`src/rtl/core/rbpe_pkg.sv`:
```
`default_nettype none

package rbpe_pkg;

   // default sizes of the stores and the curve order
   localparam int MAX_POINTS_DEF  = 64;
   localparam int MAX_KNOTS_DEF   = 128;
   localparam int CURVE_ORDER_DEF = 4;

   // request codes
   localparam logic [1:0] REQ_WRITE_POINT = 2'd0;
   localparam logic [1:0] REQ_WRITE_KNOT  = 2'd1;
   localparam logic [1:0] REQ_EVAL        = 2'd2;

   // register indexes on the csr port
   localparam logic CSR_POINT_COUNT = 1'b0;
   localparam logic CSR_KNOT_COUNT  = 1'b1;

   // register reset values
   localparam logic [6:0] POINT_COUNT_RST = 7'd4;
   localparam logic [7:0] KNOT_COUNT_RST  = 8'd8;

   // time limits, Q1.16
   localparam logic [16:0] TIME_ONE = 17'd65536;
   localparam logic [16:0] TIME_MIN = 17'd1;

   // serial divider widths
   localparam int DIV_DD_W  = 80;
   localparam int DIV_DV_W  = 64;
   localparam int DIV_CNT_W = $clog2(DIV_DD_W);

   // shared multiplier operand width
   localparam int MUL_W = 34;

   typedef struct packed {
      logic busy;
      logic done;
   } div_status_type;

endpackage

`default_nettype wire

```
`src/rtl/core/rbpe_divider.sv`:
```
`default_nettype none

module rbpe_divider (
   input  wire                              clock,
   input  wire                              reset,
   input  wire                              start,
   input  wire [rbpe_pkg::DIV_DD_W-1:0]     dividend,
   input  wire [rbpe_pkg::DIV_DV_W-1:0]     divisor,
   output logic [rbpe_pkg::DIV_DD_W-1:0]    quotient,
   output rbpe_pkg::div_status_type         status
);

   localparam int DD = rbpe_pkg::DIV_DD_W;
   localparam int DV = rbpe_pkg::DIV_DV_W;

   logic [DV:0]                       rem_ff;
   logic [DD-1:0]                     quo_ff;
   logic [DV-1:0]                     dv_ff;
   logic [rbpe_pkg::DIV_CNT_W-1:0]    cnt_ff;
   logic                              busy_ff;
   logic                              done_ff;

   logic [DV:0] rem_sh;
   logic [DV:0] rem_diff;
   logic        ge;

   // one restoring step per cycle
   assign rem_sh   = {rem_ff[DV-1:0], quo_ff[DD-1]};
   assign ge       = (rem_sh >= {1'b0, dv_ff});
   assign rem_diff = rem_sh - {1'b0, dv_ff};

   // control
   always_ff @(posedge clock) begin
      if (reset) begin
         busy_ff <= 1'b0;
         done_ff <= 1'b0;
         cnt_ff  <= '0;
      end else begin
         done_ff <= 1'b0;
         if (start) begin
            busy_ff <= 1'b1;
            cnt_ff  <= '0;
         end else if (busy_ff) begin
            cnt_ff <= cnt_ff + 1'b1;
            if (cnt_ff == rbpe_pkg::DIV_CNT_W'(DD - 1)) begin
               busy_ff <= 1'b0;
               done_ff <= 1'b1;
            end
         end
      end
   end

   // datapath, quotient bits shift in as dividend bits shift out
   always_ff @(posedge clock) begin
      if (start) begin
         rem_ff <= '0;
         quo_ff <= dividend;
         dv_ff  <= divisor;
      end else if (busy_ff) begin
         rem_ff <= ge ? rem_diff : rem_sh;
         quo_ff <= {quo_ff[DD-2:0], ge};
      end
   end

   assign quotient    = quo_ff;
   assign status.busy = busy_ff;
   assign status.done = done_ff;

endmodule

`default_nettype wire

```
`config.mk`:
```
export PLATFORM = sky130hd
export DESIGN_NAME = rbpe_divider
export DESIGN_NICKNAME = d
export VERILOG_FILES = /design/src/rtl/core/rbpe_pkg.sv /design/src/rtl/core/rbpe_divider.sv
export SDC_FILE = /design/constraint.sdc
export NUM_CORES = 1
export LEC_CHECK = 0
export ABC_AREA = 1
export BUFFER_PORTS_ARGS = -buffer_cell sky130_fd_sc_hd__buf_4
export CAP_MARGIN = 20
export CELL_PAD_IN_SITES_DETAIL_PLACEMENT = 1
export CELL_PAD_IN_SITES_GLOBAL_PLACEMENT = 1
export CORE_ASPECT_RATIO = 0.75
export CORE_MARGIN = 10
export CORE_UTILIZATION = 44
export DETAILED_ROUTE_END_ITERATION = 6
export PLACE_DENSITY_LB_ADDON = 0.3
export SETUP_SLACK_MARGIN = 0.15
export SLEW_MARGIN = 20
export SYNTH_ARGS = -nofsm -noshare
export SYNTH_HDL_FRONTEND = slang
export SYNTH_SLANG_ARGS = --single-unit
```
`constraint.sdc`:
```
create_clock -name clock -period 6 [get_ports clock]
set_input_delay 0.3 -clock clock [delete_from_list [all_inputs] [get_ports clock]]
set_output_delay 0.3 -clock clock [all_outputs]
set_load 0.01 [all_outputs]
```
==> results.sh <==
export IMPL_outcome="completed"
export IMPL_yosys_top_cells_area="edfxtp_1 (29%), nand2_1 (24%), inv_1 (11%)"
export IMPL_syn_inst=2262
export IMPL_synth_top_area_cell="edfxtp_1"
export IMPL_min_period_over_period_pct=59.1
export IMPL_initialDrtViolationCount=1145
export IMPL_post_cts_setup_buffer_count=0
export IMPL_dr_total_vias=15507
export IMPL_rows=58
export IMPL_ys_ff_latch=217
export IMPL_finalHoldViolCount=0
export IMPL_cts_buffers=25
export IMPL_firstDrtPassIters=6
export IMPL_finalCriticalPeriod_ns=3.55
export IMPL_drive_gt1_share_pct=13.1
export IMPL_wl_mm=62.7
export IMPL_hpwl_mm=45.3
export IMPL_pin_count=229
export IMPL_cp_arrival_ns=4.04
export IMPL_path_buf_inv=0
export IMPL_grt_use_met3_pct=6.81
export IMPL_cap_violations=0
export IMPL_avgViaCountPerCell=5.15
export IMPL_fillers=4472
export IMPL_syn_area_per_cell_um2=6.67
export IMPL_fin_tns_setup_ns=0
export IMPL_synth_warnings=0
export IMPL_synth_top_cell_area_share_pct=28.7
export IMPL_place_congestion=1.03
export IMPL_initial_core_util_pct=44.8
export IMPL_synth_ff_type="edfxtp_1"
export IMPL_syn2layout_area_growth_pct=23.5
export IMPL_grt_setup_unrepaired="false"
export IMPL_setup_viol=0
export IMPL_slew_viol_final=0
export IMPL_async_reset_ff_share_pct=0
export IMPL_combPwrFrac_pct=15.3
export IMPL_critical_path_top_delay_family="simple AND/OR/NAND/NOR gates"
export IMPL_htreeDepth=1
export IMPL_cellLeakagePower_uw=0.0101
export IMPL_clock_latency_ns=0.58
export IMPL_nets=2755
export IMPL_clkSlewWorstSetupHoldPaths_ns=0.06
export IMPL_drc=0
export IMPL_grt_start_max_net_pins=89
export IMPL_p_clk_share_pct=40.1
export IMPL_crit_path_end_kind="register"
export IMPL_p_int_uw=2860
export IMPL_cts_buffer_depth=3
export IMPL_switching_share_pct=27.6
export IMPL_use_met2_pct=46.6
export IMPL_grt_pass1_vias=16691
export IMPL_criticalPathCategory="reg2reg"
export IMPL_syn_num_nets=2475
export IMPL_die_w_um=234
export IMPL_vdd_drop_max_uv=337
export IMPL_slew_headroom_pct=33.8
export IMPL_yosysMostFrequentCell="nand2_1"
export IMPL_holdCritPathClass="in2reg"
export IMPL_use_met1_pct=40.3
export IMPL_synthesis_area_um2=15100
export IMPL_cts_tree="built"
export IMPL_overflow=0
export IMPL_required_ns=6.49
export IMPL_synth_edf_count=144
export IMPL_grt_usage_pct=29.5
export IMPL_p_sw_uw=1090
export IMPL_max_stage_delay_ns=0.67
export IMPL_die_y_um=180
export IMPL_portBuffers=228
export IMPL_cp_slowest_cell="nor2_4"
export IMPL_fin_skew_ns=0.0335
export IMPL_synthTopCellsByCount="nand2_1 (978), inv_1 (434), edfxtp_1 (144)"
export IMPL_design_power_total_uw=3950
export IMPL_clkSinkCount=217
export IMPL_place_ws_ns=2.53
export IMPL_startpoint_type="register"
export IMPL_ant_nets=0
export IMPL_cts_repair_resized=0
export IMPL_layout_setup_ws_ns=2.45
export IMPL_antenna_found_initial=0
export IMPL_top_usage_layer="met2"
export IMPL_grt_pass1_wl_mm=97.8
export IMPL_ys_seq_area_share_pct=38.4
export IMPL_core_area_um2=33700
export IMPL_crit_fanout=64
export IMPL_ys_types=36
export IMPL_power_density_nw_per_um2=212
export IMPL_tightest_slew_ns=0.994
export IMPL_dieArea_um2=42200
export IMPL_fmax_mhz=282
export IMPL_cp_cell_sequence="ha_1, a21oi_1, o21ai_1, o21ai_1, nand3_2, nor2_4, nand2_4, nand2_1, nand3_1, nand2_1"
export IMPL_cts_root_buffer="clkbuf_16"
export IMPL_antenna_cells=0
export IMPL_p_seq_share_pct=44.6
export IMPL_wl_per_cell_um=20.8
## cell type report
cell class,instances,area [µm²],share of cell area [%]
multi-input cells,1545,7300,39.2
repair buffers,304,2460,13.2
clock inverters,2,25.0,0.134
well taps,450,563,3.02
inverters,449,1690,9.06
flip-flops and latches,217,5790,31.1
clock buffers,44,798,4.29
## tightest hold or removal path, stage by stage
cell and delay, ns:
buf_4 0.08, nand2_1 0.04, nand2_1 0.05
## power groups by stage
| stage | registers, µW | clock network, µW | logic [µW] |
|---|---|---|---|
| 6_report | 1760 | 1580 | 603 |
| 5_1_grt | 1770 | 1670 | 659 |
| 4_1_cts | 1760 | 1590 | 592 |
| 3_5_place_dp | 1780 | 0 | 545 |
| 3_3_place_gp | 1780 | 0 | 525 |
| 2_1_floorplan | 1800 | 0 | 243 |
## what timing repair did
action                                 4_1_cts  5_1_grt
setup endpoints to repair                    0        0
hold buffers                                69        0
endpoints found under the hold margin       69        0
## state kept, by name (all words and copies together) (netlist names)
register and count:
quotient 80, busy_ff 1, rem_ff 64, cnt_ff 7, dv_ff 64, done_ff 1
## per-stage QoR
step	cell area, µm²	utilization (%)	hold WS [ns]	cells
2_1_floorplan	15100	-	0.378	2262
3_3_place_gp	17100	50.8	0.451	2896
3_5_place_dp	17100	50.8	0.460	2896
4_1_cts	18600	55.3	0.00245	3011
5_1_grt	18600	55.3	0.0118	3011
6_report	18600	55.3	0.0156	3011
## final timing paths
| kind | cells after the start | endpoint | start | slack (ns) |
|---|---|---|---|---|
| setup reg to reg | 10 | rem_ff[33]$_SDFFE_PP0P_ | rem_ff[53]$_SDFFE_PP0P_ | 2.45 |
| setup / recovery | 10 | rem_ff[33]$_SDFFE_PP0P_ | rem_ff[53]$_SDFFE_PP0P_ | 2.45 |
| hold / removal | 3 | quotient[16]$_DFFE_PP_ | dividend[16] | 0.02 |
| hold reg to reg | 2 | rem_ff[49]$_SDFFE_PP0P_ | rem_ff[49]$_SDFFE_PP0P_ | 0.48 |
## placed cells by master, fill, tap and decap left out, drive strengths merged
master	synthesis	routed
a211oi	1	1
a21oi	47	47
a31oi	1	1
and2	3	3
buf	30	235
clkbuf	21	44
clkinv	1	1
dfxtp	73	73
dlygate4sd3	0	69
edfxtp	144	144
fa	1	1
ha	65	65
inv	448	450
nand2	988	988
nand3	152	152
nand3b	36	36
nand4	15	15
nor2	134	134
nor3	15	15
nor4	2	2
o21ai	44	44
o21bai	9	9
or2	1	1
xnor2	28	28
xor2	3	3
## metal layers
layer,up-vias,wire length (µm)
li1,7455,-
met1,7464,28300
met2,507,28400
met3,81,4710
met4,0,1350
met5,-,0
## logic make-up (layout without fill, tap and decap cells)
family          Yosys count  in the layout  share of synthesized area, %
compound gates          102            102                          3.56
xor+xnor                 31             31                          1.80
fa+ha+maj                66             66                          5.52
buf+inv                 500            799                          13.3
flops                   217            217                          38.4
simple gates           1346           1346                          37.5
(Power assumes the default switching activity.)
